--- src/rtl/core/twps_pkg.sv ---
`timescale 1ns / 1ps

package twps_pkg;

    localparam int WORD_WIDTH    = 32;
    localparam int FRACTION_BITS = 16;
    localparam int CFG_W         = WORD_WIDTH - 1;
    localparam int ENERGY_W      = 48;
    localparam int CFG_IDX_W     = 2;

    localparam logic [CFG_IDX_W-1:0] CFG_BOX_LENGTH    = CFG_IDX_W'(0);
    localparam logic [CFG_IDX_W-1:0] CFG_TIME_STEP     = CFG_IDX_W'(1);
    localparam logic [CFG_IDX_W-1:0] CFG_PARTICLE_MASS = CFG_IDX_W'(2);

    localparam logic [CFG_W-1:0] BOX_LENGTH_RESET = CFG_W'(100 << FRACTION_BITS);
    localparam logic [CFG_W-1:0] TIME_STEP_RESET  = CFG_W'(((1 << FRACTION_BITS) + 5) / 10);
    localparam logic [CFG_W-1:0] MASS_RESET       = CFG_W'(1 << FRACTION_BITS);

    localparam logic [ENERGY_W-1:0] ENERGY_MAX = {ENERGY_W{1'b1}};

    localparam int DIV_STEPS = WORD_WIDTH + FRACTION_BITS;
    localparam int DIV_CNT_W = $clog2(DIV_STEPS);

    typedef struct packed {
        logic [CFG_W-1:0] box_length;
        logic [CFG_W-1:0] time_step;
        logic [CFG_W-1:0] particle_mass;
    } cfg_t;

    typedef struct packed {
        logic                  done;
        logic                  ovf;
        logic [WORD_WIDTH-1:0] quot;
    } div_res_t;

    function automatic logic [WORD_WIDTH-1:0] mag_f(input logic [WORD_WIDTH-1:0] a);
        return a[WORD_WIDTH-1] ? (~a + 1'b1) : a;
    endfunction

endpackage

--- src/rtl/core/twps_cfg_if.sv ---
`timescale 1ns / 1ps

interface twps_cfg_if import twps_pkg::*; ();
    logic                 valid;
    logic                 ready;
    logic [CFG_IDX_W-1:0] index;
    logic [CFG_W-1:0]     data;

    modport source (output valid, output index, output data, input ready);
    modport sink   (input valid, input index, input data, output ready);
endinterface

--- src/rtl/core/twps_in_if.sv ---
`timescale 1ns / 1ps

interface twps_in_if import twps_pkg::*; ();
    logic                         valid;
    logic                         ready;
    logic signed [WORD_WIDTH-1:0] old_position;
    logic signed [WORD_WIDTH-1:0] old_velocity;
    logic signed [WORD_WIDTH-1:0] left_sample;
    logic signed [WORD_WIDTH-1:0] right_sample;
    logic                         last_particle;

    modport source (output valid, output old_position, output old_velocity,
                    output left_sample, output right_sample, output last_particle,
                    input ready);
    modport sink   (input valid, input old_position, input old_velocity,
                    input left_sample, input right_sample, input last_particle,
                    output ready);
endinterface

--- src/rtl/core/twps_out_if.sv ---
`timescale 1ns / 1ps

interface twps_out_if import twps_pkg::*; ();
    logic                         valid;
    logic                         ready;
    logic signed [WORD_WIDTH-1:0] new_position;
    logic signed [WORD_WIDTH-1:0] new_velocity;
    logic                         hit_left;
    logic                         hit_right;
    logic [ENERGY_W-1:0]          energy_total;
    logic                         energy_final;

    modport source (output valid, output new_position, output new_velocity,
                    output hit_left, output hit_right, output energy_total,
                    output energy_final, input ready);
    modport sink   (input valid, input new_position, input new_velocity,
                    input hit_left, input hit_right, input energy_total,
                    input energy_final, output ready);
endinterface

--- src/rtl/core/twps_cfg_regs.sv ---
`timescale 1ns / 1ps

module twps_cfg_regs import twps_pkg::*; (
    input  logic  clk,
    input  logic  rst_n,
    twps_cfg_if.sink cfg,
    output cfg_t  regs
);

    cfg_t regs_reg;
    cfg_t regs_next;

    assign cfg.ready = 1'b1;
    assign regs      = regs_reg;

    always_comb
    begin
        regs_next = regs_reg;
        if (cfg.valid)
        begin
            case (cfg.index)
                CFG_BOX_LENGTH:    regs_next.box_length    = cfg.data;
                CFG_TIME_STEP:     regs_next.time_step     = cfg.data;
                CFG_PARTICLE_MASS: regs_next.particle_mass = cfg.data;
                default:           regs_next = regs_reg;
            endcase
        end
    end

    always_ff @(posedge clk or negedge rst_n)
    begin
        if (!rst_n)
        begin
            regs_reg.box_length    <= BOX_LENGTH_RESET;
            regs_reg.time_step     <= TIME_STEP_RESET;
            regs_reg.particle_mass <= MASS_RESET;
        end
        else
        begin
            regs_reg <= regs_next;
        end
    end

endmodule

--- src/rtl/core/twps_mul.sv ---
`timescale 1ns / 1ps

module twps_mul import twps_pkg::*; (
    input  logic                      clk,
    input  logic [WORD_WIDTH-1:0]     op_a,
    input  logic [WORD_WIDTH-1:0]     op_b,
    output logic [2*WORD_WIDTH-1:0]   prod
);

    logic [2*WORD_WIDTH-1:0] prod_reg;

    assign prod = prod_reg;

    always_ff @(posedge clk)
    begin
        prod_reg <= op_a * op_b;
    end

endmodule

--- src/rtl/core/twps_div.sv ---
`timescale 1ns / 1ps

module twps_div import twps_pkg::*; (
    input  logic                  clk,
    input  logic                  rst_n,
    input  logic                  start,
    input  logic [WORD_WIDTH-1:0] num,
    input  logic [WORD_WIDTH-1:0] den,
    output div_res_t              res
);

    localparam int W   = WORD_WIDTH;
    localparam int F   = FRACTION_BITS;
    localparam int DVD = W + F;

    logic                 busy_reg;
    logic                 busy_next;
    logic                 done_reg;
    logic                 done_next;
    logic [DIV_CNT_W-1:0] cnt_reg;
    logic [DIV_CNT_W-1:0] cnt_next;
    logic [DVD-1:0]       dvd_reg;
    logic [W-1:0]         den_reg;
    logic [W-1:0]         rem_reg;
    logic [W-1:0]         quot_reg;
    logic                 ovf_reg;

    logic [W:0]           rem_sh;
    logic [W:0]           diff;
    logic                 qbit;
    logic                 last_step;

    assign res.done = done_reg;
    assign res.ovf  = ovf_reg;
    assign res.quot = quot_reg;

    always_comb
    begin
        rem_sh    = {rem_reg, dvd_reg[DVD-1]};
        diff      = rem_sh - {1'b0, den_reg};
        qbit      = (rem_sh >= {1'b0, den_reg});
        last_step = (cnt_reg == DIV_CNT_W'(DIV_STEPS - 1));
        busy_next = busy_reg;
        done_next = 1'b0;
        cnt_next  = cnt_reg;
        if (start)
        begin
            busy_next = 1'b1;
            cnt_next  = '0;
        end
        else if (busy_reg)
        begin
            cnt_next = cnt_reg + 1'b1;
            if (last_step)
            begin
                busy_next = 1'b0;
                done_next = 1'b1;
            end
        end
    end

    always_ff @(posedge clk or negedge rst_n)
    begin
        if (!rst_n)
        begin
            busy_reg <= 1'b0;
            done_reg <= 1'b0;
            cnt_reg  <= '0;
        end
        else
        begin
            busy_reg <= busy_next;
            done_reg <= done_next;
            cnt_reg  <= cnt_next;
        end
    end

    // restoring division, one quotient bit a cycle; carry-out of the word marks overflow
    always_ff @(posedge clk)
    begin
        if (start)
        begin
            dvd_reg  <= {num, {F{1'b0}}};
            den_reg  <= den;
            rem_reg  <= '0;
            quot_reg <= '0;
            ovf_reg  <= 1'b0;
        end
        else if (busy_reg)
        begin
            dvd_reg  <= {dvd_reg[DVD-2:0], 1'b0};
            rem_reg  <= qbit ? diff[W-1:0] : rem_sh[W-1:0];
            quot_reg <= {quot_reg[W-2:0], qbit};
            ovf_reg  <= ovf_reg | quot_reg[W-1];
        end
    end

endmodule

--- src/rtl/core/twps_ctrl.sv ---
`timescale 1ns / 1ps

module twps_ctrl import twps_pkg::*; (
    input  logic                      clk,
    input  logic                      rst_n,
    input  cfg_t                      regs,
    twps_in_if.sink                   particle,
    twps_out_if.source                result,
    output logic [WORD_WIDTH-1:0]     mul_a,
    output logic [WORD_WIDTH-1:0]     mul_b,
    input  logic [2*WORD_WIDTH-1:0]   mul_prod,
    output logic                      div_start,
    output logic [WORD_WIDTH-1:0]     div_num,
    output logic [WORD_WIDTH-1:0]     div_den,
    input  div_res_t                  div_res
);

    localparam int W      = WORD_WIDTH;
    localparam int F      = FRACTION_BITS;
    localparam int XN_W   = 2 * W - F + 1;
    localparam int A_W    = 2 * W - F;
    localparam int PT_W   = 3 * W;
    localparam int TERM_W = PT_W - F - 1;
    localparam int SUM_W  = (TERM_W >= ENERGY_W) ? TERM_W + 1 : ENERGY_W + 1;

    localparam logic [3:0] S_IDLE   = 4'd0;
    localparam logic [3:0] S_MUL_DX = 4'd1;
    localparam logic [3:0] S_POS    = 4'd2;
    localparam logic [3:0] S_DIV    = 4'd3;
    localparam logic [3:0] S_REM    = 4'd4;
    localparam logic [3:0] S_MUL_VR = 4'd5;
    localparam logic [3:0] S_WALL   = 4'd6;
    localparam logic [3:0] S_MUL_VV = 4'd7;
    localparam logic [3:0] S_SPLIT  = 4'd8;
    localparam logic [3:0] S_MUL_AL = 4'd9;
    localparam logic [3:0] S_MUL_AH = 4'd10;
    localparam logic [3:0] S_SUM    = 4'd11;

    logic [3:0]             state_reg;
    logic [3:0]             state_next;
    logic [ENERGY_W-1:0]    acc_reg;
    logic [ENERGY_W-1:0]    acc_next;
    logic                   out_valid_reg;
    logic                   out_valid_next;

    logic [W-1:0]           x_reg;
    logic [W-1:0]           v_reg;
    logic [W-1:0]           ls_reg;
    logic [W-1:0]           rs_reg;
    logic                   last_reg;
    logic signed [XN_W-1:0] xn_reg;
    logic [W-1:0]           vn_reg;
    logic                   left_reg;
    logic                   right_reg;
    logic [CFG_W-1:0]       rem_reg;
    logic [A_W-1:0]         a_reg;
    logic [2*W-1:0]         pl_reg;

    logic [W-1:0]           xo_reg;
    logic [W-1:0]           vo_reg;
    logic                   hl_reg;
    logic                   hr_reg;
    logic [ENERGY_W-1:0]    eo_reg;
    logic                   ef_reg;

    logic [W-1:0]           vmag;
    logic signed [XN_W-1:0] step;
    logic signed [XN_W-1:0] x_ext;
    logic signed [XN_W-1:0] len_ext;
    logic signed [XN_W-1:0] xn_c;
    logic                   hit_l;
    logic                   hit_r;
    logic signed [W:0]      right_d;
    logic [W-1:0]           rd_mag;
    logic [W-1:0]           ls_mag;
    logic [W-1:0]           vn_l;
    logic [W-1:0]           vn_r;
    logic                   t_sat;
    logic [CFG_W-1:0]       rem_c;
    logic signed [XN_W-1:0] xn_wall;
    logic [PT_W-1:0]        ptot;
    logic [TERM_W-1:0]      term;
    logic [SUM_W-1:0]       esum;
    logic [ENERGY_W-1:0]    esat;
    logic [XN_W-W:0]        xn_hi;
    logic [W-1:0]           xo_c;
    logic                   commit;

    assign particle.ready      = (state_reg == S_IDLE);
    assign result.valid        = out_valid_reg;
    assign result.new_position = xo_reg;
    assign result.new_velocity = vo_reg;
    assign result.hit_left     = hl_reg;
    assign result.hit_right    = hr_reg;
    assign result.energy_total = eo_reg;
    assign result.energy_final = ef_reg;

    always_comb
    begin
        vmag    = mag_f(vn_reg);
        step    = XN_W'(mul_prod[2*W-1:F]);
        x_ext   = {{(XN_W-W){x_reg[W-1]}}, x_reg};
        len_ext = XN_W'(regs.box_length);
        xn_c    = v_reg[W-1] ? (x_ext - step) : (x_ext + step);
        hit_l   = xn_c[XN_W-1] || (xn_c == '0);
        hit_r   = !hit_l && (xn_c >= len_ext);

        right_d = $signed({2'b00, regs.box_length}) - $signed({x_reg[W-1], x_reg});
        rd_mag  = right_d[W] ? W'(-right_d) : right_d[W-1:0];

        ls_mag  = mag_f(ls_reg);
        vn_l    = ls_mag[W-1] ? {1'b0, {(W-1){1'b1}}} : ls_mag;
        vn_r    = (!rs_reg[W-1] && (rs_reg != '0)) ? (~rs_reg + 1'b1) : rs_reg;

        div_start = (state_reg == S_POS) && (hit_l || hit_r);
        div_num   = hit_l ? mag_f(x_reg) : rd_mag;
        div_den   = mag_f(v_reg);

        t_sat   = div_res.ovf || (div_res.quot > W'(regs.time_step));
        rem_c   = t_sat ? '0 : (regs.time_step - div_res.quot[CFG_W-1:0]);

        xn_wall = left_reg ? step : (len_ext - step);

        ptot    = PT_W'(pl_reg) + {mul_prod, {W{1'b0}}};
        term    = ptot[PT_W-1:F+1];
        esum    = SUM_W'(acc_reg) + SUM_W'(term);
        esat    = (esum > SUM_W'(ENERGY_MAX)) ? ENERGY_MAX : esum[ENERGY_W-1:0];

        xn_hi   = xn_reg[XN_W-1:W-1];
        if ((&xn_hi) || !(|xn_hi))
            xo_c = xn_reg[W-1:0];
        else if (xn_reg[XN_W-1])
            xo_c = {1'b1, {(W-1){1'b0}}};
        else
            xo_c = {1'b0, {(W-1){1'b1}}};

        commit = (state_reg == S_SUM) && (!out_valid_reg || result.ready);
    end

    always_comb
    begin
        case (state_reg)
            S_MUL_DX:
            begin
                mul_a = mag_f(v_reg);
                mul_b = W'(regs.time_step);
            end
            S_MUL_VR:
            begin
                mul_a = vmag;
                mul_b = W'(rem_reg);
            end
            S_MUL_VV:
            begin
                mul_a = vmag;
                mul_b = vmag;
            end
            S_MUL_AL:
            begin
                mul_a = a_reg[W-1:0];
                mul_b = W'(regs.particle_mass);
            end
            S_MUL_AH, S_SUM:
            begin
                mul_a = W'(a_reg[A_W-1:W]);
                mul_b = W'(regs.particle_mass);
            end
            default:
            begin
                mul_a = '0;
                mul_b = '0;
            end
        endcase
    end

    always_comb
    begin
        state_next = state_reg;
        case (state_reg)
            S_IDLE:   if (particle.valid) state_next = S_MUL_DX;
            S_MUL_DX: state_next = S_POS;
            S_POS:    state_next = (hit_l || hit_r) ? S_DIV : S_MUL_VV;
            S_DIV:    if (div_res.done) state_next = S_REM;
            S_REM:    state_next = S_MUL_VR;
            S_MUL_VR: state_next = S_WALL;
            S_WALL:   state_next = S_MUL_VV;
            S_MUL_VV: state_next = S_SPLIT;
            S_SPLIT:  state_next = S_MUL_AL;
            S_MUL_AL: state_next = S_MUL_AH;
            S_MUL_AH: state_next = S_SUM;
            S_SUM:    if (commit) state_next = S_IDLE;
            default:  state_next = S_IDLE;
        endcase

        acc_next = acc_reg;
        if (commit)
            acc_next = last_reg ? '0 : esat;

        out_valid_next = out_valid_reg;
        if (commit)
            out_valid_next = 1'b1;
        else if (result.ready)
            out_valid_next = 1'b0;
    end

    always_ff @(posedge clk or negedge rst_n)
    begin
        if (!rst_n)
        begin
            state_reg     <= S_IDLE;
            acc_reg       <= '0;
            out_valid_reg <= 1'b0;
        end
        else
        begin
            state_reg     <= state_next;
            acc_reg       <= acc_next;
            out_valid_reg <= out_valid_next;
        end
    end

    always_ff @(posedge clk)
    begin
        case (state_reg)
            S_IDLE:
            begin
                if (particle.valid)
                begin
                    x_reg    <= particle.old_position;
                    v_reg    <= particle.old_velocity;
                    ls_reg   <= particle.left_sample;
                    rs_reg   <= particle.right_sample;
                    last_reg <= particle.last_particle;
                end
            end
            S_POS:
            begin
                xn_reg    <= xn_c;
                left_reg  <= hit_l;
                right_reg <= hit_r;
                vn_reg    <= hit_l ? vn_l : (hit_r ? vn_r : v_reg);
            end
            S_REM:    rem_reg <= rem_c;
            S_WALL:   xn_reg  <= xn_wall;
            S_SPLIT:  a_reg   <= mul_prod[2*W-1:F];
            S_MUL_AH: pl_reg  <= mul_prod;
            S_SUM:
            begin
                if (commit)
                begin
                    xo_reg <= xo_c;
                    vo_reg <= vn_reg;
                    hl_reg <= left_reg;
                    hr_reg <= right_reg;
                    eo_reg <= esat;
                    ef_reg <= last_reg;
                end
            end
            default:
            begin
            end
        endcase
    end

    a_clear_on_last: assert property (@(posedge clk) disable iff (!rst_n)
        commit && last_reg |=> acc_reg == '0)
        else $error("energy sum not cleared after last particle");

    a_one_wall: assert property (@(posedge clk) disable iff (!rst_n)
        result.valid |-> !(result.hit_left && result.hit_right))
        else $error("both walls flagged");

    a_left_inward: assert property (@(posedge clk) disable iff (!rst_n)
        result.valid && result.hit_left |-> !result.new_velocity[W-1])
        else $error("left wall velocity not inward");

    a_right_inward: assert property (@(posedge clk) disable iff (!rst_n)
        result.valid && result.hit_right |->
            (result.new_velocity[W-1] || (result.new_velocity == '0)))
        else $error("right wall velocity not inward");

    a_div_start: assert property (@(posedge clk) disable iff (!rst_n)
        div_start |=> state_reg == S_DIV)
        else $error("divider started outside the wall path");

endmodule

--- src/rtl/core/thermal_wall_particle_step_top.sv ---
`timescale 1ns / 1ps
// A new particle is taken only once the result of the last one has been committed and the
// sequencer is idle again; the result waits in the sum state while the output is stalled.
// The wall-arrival divider, one quotient bit a cycle over 48 bits, runs only on a wall
// hit; four passes (five on a wall hit) through one shared 32x32 multiplier serve the
// rest. Reset (rst_n low, asynchronous) clears the sequencer, the output valid flag and
// the energy sum, and loads the register defaults.

module thermal_wall_particle_step_top import twps_pkg::*; (
    input  logic       clk,
    input  logic       rst_n,
    twps_cfg_if.sink   cfg,
    twps_in_if.sink    particle,
    twps_out_if.source result
);

    cfg_t                    regs;
    logic [WORD_WIDTH-1:0]   mul_a;
    logic [WORD_WIDTH-1:0]   mul_b;
    logic [2*WORD_WIDTH-1:0] mul_prod;
    logic                    div_start;
    logic [WORD_WIDTH-1:0]   div_num;
    logic [WORD_WIDTH-1:0]   div_den;
    div_res_t                div_res;

    twps_cfg_regs u_cfg_regs (
        .clk   (clk),
        .rst_n (rst_n),
        .cfg   (cfg),
        .regs  (regs)
    );

    twps_mul u_mul (
        .clk  (clk),
        .op_a (mul_a),
        .op_b (mul_b),
        .prod (mul_prod)
    );

    twps_div u_div (
        .clk   (clk),
        .rst_n (rst_n),
        .start (div_start),
        .num   (div_num),
        .den   (div_den),
        .res   (div_res)
    );

    twps_ctrl u_ctrl (
        .clk       (clk),
        .rst_n     (rst_n),
        .regs      (regs),
        .particle  (particle),
        .result    (result),
        .mul_a     (mul_a),
        .mul_b     (mul_b),
        .mul_prod  (mul_prod),
        .div_start (div_start),
        .div_num   (div_num),
        .div_den   (div_den),
        .div_res   (div_res)
    );

endmodule
--- src/flat_wrapper.sv ---
// flat-port wrapper written by rule: the top's interface ports become plain ports
module thermal_wall_particle_step_top_flat import twps_pkg::*;
  (clk, rst_n, cfg_valid, cfg_index, cfg_data, cfg_ready, particle_valid, particle_old_position, particle_old_velocity, particle_left_sample, particle_right_sample, particle_last_particle, particle_ready, result_valid, result_new_position, result_new_velocity, result_hit_left, result_hit_right, result_energy_total, result_energy_final, result_ready);
  twps_cfg_if cfg_i ();
  twps_in_if particle_i ();
  twps_out_if result_i ();
  input  logic clk;
  input  logic rst_n;
  input wire logic [$bits(cfg_i.valid)-1:0] cfg_valid;
  input wire logic [$bits(cfg_i.index)-1:0] cfg_index;
  input wire logic [$bits(cfg_i.data)-1:0] cfg_data;
  output wire logic [$bits(cfg_i.ready)-1:0] cfg_ready;
  input wire logic [$bits(particle_i.valid)-1:0] particle_valid;
  input wire logic [$bits(particle_i.old_position)-1:0] particle_old_position;
  input wire logic [$bits(particle_i.old_velocity)-1:0] particle_old_velocity;
  input wire logic [$bits(particle_i.left_sample)-1:0] particle_left_sample;
  input wire logic [$bits(particle_i.right_sample)-1:0] particle_right_sample;
  input wire logic [$bits(particle_i.last_particle)-1:0] particle_last_particle;
  output wire logic [$bits(particle_i.ready)-1:0] particle_ready;
  output wire logic [$bits(result_i.valid)-1:0] result_valid;
  output wire logic [$bits(result_i.new_position)-1:0] result_new_position;
  output wire logic [$bits(result_i.new_velocity)-1:0] result_new_velocity;
  output wire logic [$bits(result_i.hit_left)-1:0] result_hit_left;
  output wire logic [$bits(result_i.hit_right)-1:0] result_hit_right;
  output wire logic [$bits(result_i.energy_total)-1:0] result_energy_total;
  output wire logic [$bits(result_i.energy_final)-1:0] result_energy_final;
  input wire logic [$bits(result_i.ready)-1:0] result_ready;
  assign cfg_i.valid = cfg_valid;
  assign cfg_i.index = cfg_index;
  assign cfg_i.data = cfg_data;
  assign cfg_ready = cfg_i.ready;
  assign particle_i.valid = particle_valid;
  assign particle_i.old_position = particle_old_position;
  assign particle_i.old_velocity = particle_old_velocity;
  assign particle_i.left_sample = particle_left_sample;
  assign particle_i.right_sample = particle_right_sample;
  assign particle_i.last_particle = particle_last_particle;
  assign particle_ready = particle_i.ready;
  assign result_valid = result_i.valid;
  assign result_new_position = result_i.new_position;
  assign result_new_velocity = result_i.new_velocity;
  assign result_hit_left = result_i.hit_left;
  assign result_hit_right = result_i.hit_right;
  assign result_energy_total = result_i.energy_total;
  assign result_energy_final = result_i.energy_final;
  assign result_i.ready = result_ready;
  thermal_wall_particle_step_top u_core (.clk(clk), .rst_n(rst_n), .cfg(cfg_i), .particle(particle_i), .result(result_i));
endmodule
--- config.mk ---
export PLATFORM = sky130hd
export DESIGN_NAME = thermal_wall_particle_step_top_flat
export DESIGN_NICKNAME = d
export VERILOG_FILES = /design/src/rtl/core/twps_pkg.sv /design/src/rtl/core/twps_cfg_if.sv /design/src/rtl/core/twps_in_if.sv /design/src/rtl/core/twps_out_if.sv /design/src/rtl/core/twps_cfg_regs.sv /design/src/rtl/core/twps_mul.sv /design/src/rtl/core/twps_div.sv /design/src/rtl/core/twps_ctrl.sv /design/src/rtl/core/thermal_wall_particle_step_top.sv /design/src/flat_wrapper.sv
export SDC_FILE = /design/constraint.sdc
export NUM_CORES = 2
export LEC_CHECK = 0
export ABC_AREA = 0
export BUFFER_PORTS_ARGS = -buffer_cell sky130_fd_sc_hd__buf_2
export CAP_MARGIN = 10
export CORE_AREA = 3 3 581 583
export DETAILED_ROUTE_END_ITERATION = 16
export DIE_AREA = 0 0 584 586
export PLACE_DENSITY = 0.44
export SYNTH_ARGS = -nofsm -noshare
export SYNTH_HDL_FRONTEND = slang
export SYNTH_SLANG_ARGS = --single-unit
--- constraint.sdc ---
create_clock -name clk -period 26.1 [get_ports clk]
set_input_delay 5.22 -clock clk [delete_from_list [all_inputs] [get_ports clk]]
set_output_delay 5.22 -clock clk [all_outputs]
set_load 0.02 [all_outputs]
Yosys cells after proc, flatten, opt, wreduce, memory -nomap -nowiden
Index checks and enable logic that the tools add are counted.
{"block": "word_totals", "ff_bits": 817, "latchBits": 0, "mem_bits_rw": 0, "romBits": 0, "out_inout_bits": 118, "mem_count": 0}
{"block": "op_classes", "addsub": 15, "mul": 1, "div_mod_pow": 0, "order_cmp": 4, "eq_ne": 17, "n_shift": 0, "n_mux": 37, "n_bitwise": 6, "n_reduce_logical": 31}
{"op": "32-bit two-way mux", "n": 12}
{"op": "32-bit case mux with 4 select lines", "n": 2}
{"op": "48-bit two-way mux", "n": 4}
{"op": "32-bit by 1-bit adder with 32-bit output (second input constant)", "n": 5}
{"op": "32-bit inverter", "n": 5}
{"op": "49-bit two-way mux", "n": 2}
{"op": "49-bit case mux with 2 select lines", "n": 1}
{"op": "64-bit by 96-bit adder with 96-bit output", "n": 1}
{"op": "48-bit by 79-bit adder with 80-bit output", "n": 1}
{"op": "80-bit by 48-bit > comparator with 1-bit output (second input constant)", "n": 1}
{"op": "32-bit by 32-bit multiplier with 64-bit output", "n": 1}
{"op": "32-bit by 49-bit adder with 49-bit output", "n": 1}
{"op": "49-bit by 32-bit >= comparator with 1-bit output", "n": 1}
{"op": "49-bit logical NOT", "n": 1}
{"op": "31-bit by 48-bit subtractor with 49-bit output", "n": 1}
{"op": "32-bit by 49-bit subtractor with 49-bit output", "n": 1}
{"op": "4-bit case mux with 12 select lines", "n": 1}
{"op": "33-bit by 32-bit >= comparator with 1-bit output", "n": 1}
{"op": "32-bit by 32-bit subtractor with 33-bit output", "n": 1}
{"op": "32-bit by 31-bit > comparator with 1-bit output", "n": 1}
{"op": "32-bit negator", "n": 1}
{"op": "32-bit nonzero test", "n": 1}
{"op": "32-bit subtractor", "n": 1}
{"op": "31-bit two-way mux", "n": 1}
{"op": "28 further kinds", "n": 63}

Logic depth before layout (Yosys ltp)
{"block": "logic_depth", "word_depth": 9, "ltp_mapped": 46}

Cells and area by module
Synthesis repeated with hierarchy kept, for this count alone.
{"block": "unflattened", "hier_cells": 8917, "area_unflattened_um2": 84931.5}
{"module": "twps_ctrl", "instances": 1, "cells_each": 4281, "area_per_inst_um2": 39549.2, "seq_area_each_um2": 14929.3}
{"module": "twps_mul", "instances": 1, "cells_each": 3751, "area_per_inst_um2": 34754.6, "seq_area_each_um2": 1281.2}
{"module": "twps_div", "instances": 1, "cells_each": 685, "area_per_inst_um2": 7148.1, "seq_area_each_um2": 3423.3}
{"module": "twps_cfg_regs", "instances": 1, "cells_each": 200, "area_per_inst_um2": 3479.6, "seq_area_each_um2": 2341.0}

Least setup slack after synthesis
OpenSTA, ideal clock, no wires.
{"block": "synth_timing", "kind": "register to register", "from": "register u_core.u_ctrl.v_reg[6]", "to": "register u_core.u_mul.prod_reg[63], in the netlist u_core.u_mul.prod[63]", "arrival_ps": 10354, "t_required_ps": 25978, "setup_slack_ps": 15623, "stages_incl_launch_ff": 39, "synth_period_minus_slack_ps": 10477, "cell_sequence": "edfxtp_1 -> or4_1 -> or3_1 -> or4_1 -> nand2b_1 -> nor2_1 -> nor2_1 -> xor2_1 -> and2_1 -> a211oi_1 -> clkbuf_1 -> nor2_1 -> fa_1 -> inv_1 -> fa_1 -> fa_1 -> fa_1 -> inv_1 -> (+3 left out) -> inv_1 -> fa_1 -> inv_1 -> ha_1 -> nand2_1 -> nor2_1 -> nand3_1 -> a2111oi_0 -> o211ai_1 -> a21oi_1 -> a31oi_1 -> o21a_1 -> o41ai_1 -> o21ai_0 -> nand2b_1 -> a21oi_1 -> o21ai_0 -> xnor2_1"}
{"block": "synth_between", "elab_chain_cells": 5}
{"item": "start, declared", "line": "twps_ctrl.sv:47", "text": "logic [W-1:0] v_reg;"}
{"item": "start signal, assigned", "line": "twps_ctrl.sv:230", "text": "v_reg <= particle.old_velocity;"}
{"item": "32-bit inverter"}
{"item": "32-bit by 1-bit adder with 32-bit output"}
{"item": "32-bit two-way mux", "line": "twps_pkg.sv:37", "text": "return a[WORD_WIDTH-1] ? (~a + 1'b1) : a;"}
{"item": "named net u_core.div_den[22]", "line": "thermal_wall_particle_step_top.sv:23", "text": "logic [WORD_WIDTH-1:0] div_den;"}
{"item": "32-bit case mux with 4 select lines", "line": "twps_ctrl.sv:142", "text": "case (state_reg)"}
{"item": "32-bit by 32-bit multiplier with 64-bit output", "line": "twps_mul.sv:16", "text": "prod_reg <= op_a * op_b;"}
{"item": "end signal, assigned", "line": "twps_mul.sv:16"}
{"item": "end, declared", "line": "twps_mul.sv:10", "text": "logic [2*WORD_WIDTH-1:0] prod_reg;"}
The timed path passes the listed nets, and every way through them passes these cells.
A chain may end at the register's enable or synchronous reset.

Final worst setup path
{"block": "layout_timing", "from": "register u_core.u_ctrl.v_reg[5]", "to": "register u_core.u_mul.prod_reg[61], in the netlist u_core.u_mul.prod[61]"}
The elaborated chain is that of the path after synthesis.

==> qor.txt <==
max FFs per register -> 93
Synth Instances -> 9204
fmax -> 80.2 MHz
Layout Nets -> 11100
FF+latch count, synth -> 800
GRT Util Overall -> 19.9%
antenna viol nets, final -> 0
worst hold path class -> flop to flop
most frequent cell on the critical path -> fa_1
worst path arrival time -> 13100 ps
dpl hpwl -> 272000 um
Clock Sink Count -> 800
drt initial violations -> 6519
Fin. Hold Viols -> 0
Slew Viols, Final -> 0
CTS resizes -> 0
RSZ-0062 raised after global routing -> no
register area share after synthesis -> 26.5%
Critical Path RT -> 26730 ps
area delta synth->final -> 13.0%
WL final -> 346000 um
Yosys top cell by area -> fa_1
Post-synth EDFFs -> 517
Post-CTS Setup Repair Bufs -> 0
PortBufs -> 283
Root Driver -> clkbuf_16
layout cells sized above 1 -> 8.85%
TNS Setup -> 0 ps
chip width -> 584 um
setup-violating endpoint count in the final report -> 0
number of hold buffers added after cts -> 0
Synth area leaders -> fa_1 22%, edfxtp_1 19%, ha_1 8.8%
wire per inst -> 24.9 um
most common cell in the netlist -> inv_1
vias per cell -> 4.93
CTS Buf Count -> 100
die span in y -> 586 um
fin area -> 93800 um2
asr flop ratio synth -> 19.3%
Via Count -> 68500
largest net degree at the start of global routing -> 87
worst setup path class -> flop to flop
Post-Syn Area -> 83100 um2
initial antenna violation count -> 45
placer congestion estimate -> 0.935
Yosys cell types -> 93
CP peak stage delay -> 760 ps
CP max stage cell -> a2111oi_0
Worst-path clk slew -> 60 ps
fin crit share -> 47.8%
Initial Utilization -> 24.9%
Clk Latency, worst-skew pair -> 800 ps
Main synth FF type -> edfxtp_1
leading cell types by count after synthesis -> 1333 x inv_1, 1043 x nand2_1, 988 x nor2_1
first-pass GRT wire length -> 496000 um
# rows -> 212
CTS max path bufs -> 3
DRC violations left -> 0
H-tree depth -> 3
number of I/O pins -> 285
gr ovfl total -> 0
status -> completed
maxcap violations -> 0
drt pass-1 iters -> 6
largest fanout on the critical path -> 20
Synth warnings -> 0
placed cell area -> 90300 um2
CTS tree -> yes
skew final -> 116 ps
crit start category -> flop
vias in the first global route -> 69000
Syn Area/Cell -> 9.02 um2
core area -> 333000 um2
Synth top area share -> 21.8%
crit end category -> flop
hold_ws -> 423 ps
Worst slew margin -> 15.0%
Die ar. -> 342000 um2
minimum clock period -> 12470 ps
actual slew at the worst max-slew pin -> 1270 ps
-- worst max-delay path: cells and delay by family, from the launching register on --
kind | cells | cell delay, ps
buffers and inverters | 5 | 580
AND/OR/NAND/NOR | 10 | 2650
adder cells (fa/ha/maj) | 9 | 4440
AO/OA/AOI/OAI | 10 | 3690
flip-flops | 1 | 450
XOR/XNOR | 2 | 430
-- layout by cell type (no fill, tap or decap), types with 70 or more instances in the layout --
master / n
nand2_1: 1040
fa_1: 903
nand4_1: 90
buf_4: 213
dfxtp_1: 129
ha_1: 585
edfxtp_1: 517
a21oi_1: 506
clkbuf_16: 101
buf_2: 284
a21o_1: 190
xor2_1: 186
nand3_1: 106
nor2b_1: 70
xnor2_1: 339
dfrtp_1: 142
nor3_1: 164
inv_1: 1332
nor2_1: 980
nand2b_1: 79
o21ai_0: 407
-- final timing paths --
kind / startpoint / endpoint / slack [ps] / cells past startpoint
min in group asynchronous: rst_n / u_core.u_ctrl.acc_reg[12]$_DFFE_PN0P_ / 4540 / 1
max in group asynchronous: rst_n / u_core.u_cfg_regs.regs[47]$_DFFE_PN0P_ / 20200 / 2
min: u_core.u_ctrl.right_reg$_DFFE_PP_ / u_core.u_ctrl.result.hit_right$_DFFE_PP_ / 420 / 0
max reg2reg: u_core.u_ctrl.v_reg[5]$_DFFE_PP_ / u_core.u_mul.prod[61]$_DFF_P_ / 13630 / 36
max: u_core.u_ctrl.v_reg[5]$_DFFE_PP_ / u_core.u_mul.prod[61]$_DFF_P_ / 13630 / 36
min reg2reg: u_core.u_ctrl.right_reg$_DFFE_PP_ / u_core.u_ctrl.result.hit_right$_DFFE_PP_ / 420 / 0
-- layer usage --
metal | track usage [%] | vias to the layer above | share of wire (%)
li1 | - | 30900 | -
met1 | 27.9 | 34600 | 45
met2 | 30.4 | 2482 | 43
met3 | 3.22 | 480 | 6.9
met4 | 7.69 | 24 | 4.5
met5 | 0 | - | 0.045
-- cells by family after synthesis --
| logic type | synth area share [%] |
|---|---|
| xor+xnor | 5.54 |
| simple gates | 15.4 |
| buf+inv | 8.04 |
| fa+ha+maj | 30.6 |
| flops | 26.5 |
| other cells | 0.00904 |
| compound gates | 12.5 |
| mux | 1.51 |
-- through the flow --
stage	utilization, %	std cells	setup slack (ps)
floorplan	-	9218	15620
global placement	27.1	13700	14100
detailed placement	27.1	13700	13930
CTS	28.1	13900	13780
global route	28.2	13900	12980
finish	28.2	13900	13630
-- cell type report --
class                   instances  area [um2]
diodes                         12        30.0
clock buffers                 117        2600
clock inverters                72         853
fillers                     35600      239000
inverters                    1337        5020
multi-input cells            6660       54800
flip-flops and latches        800       22000
well taps                    4387        5490
repair buffers                499        3050
Power is not shown: default switching activity piles up to over one toggle a cycle in this logic, so the estimate is an artifact.
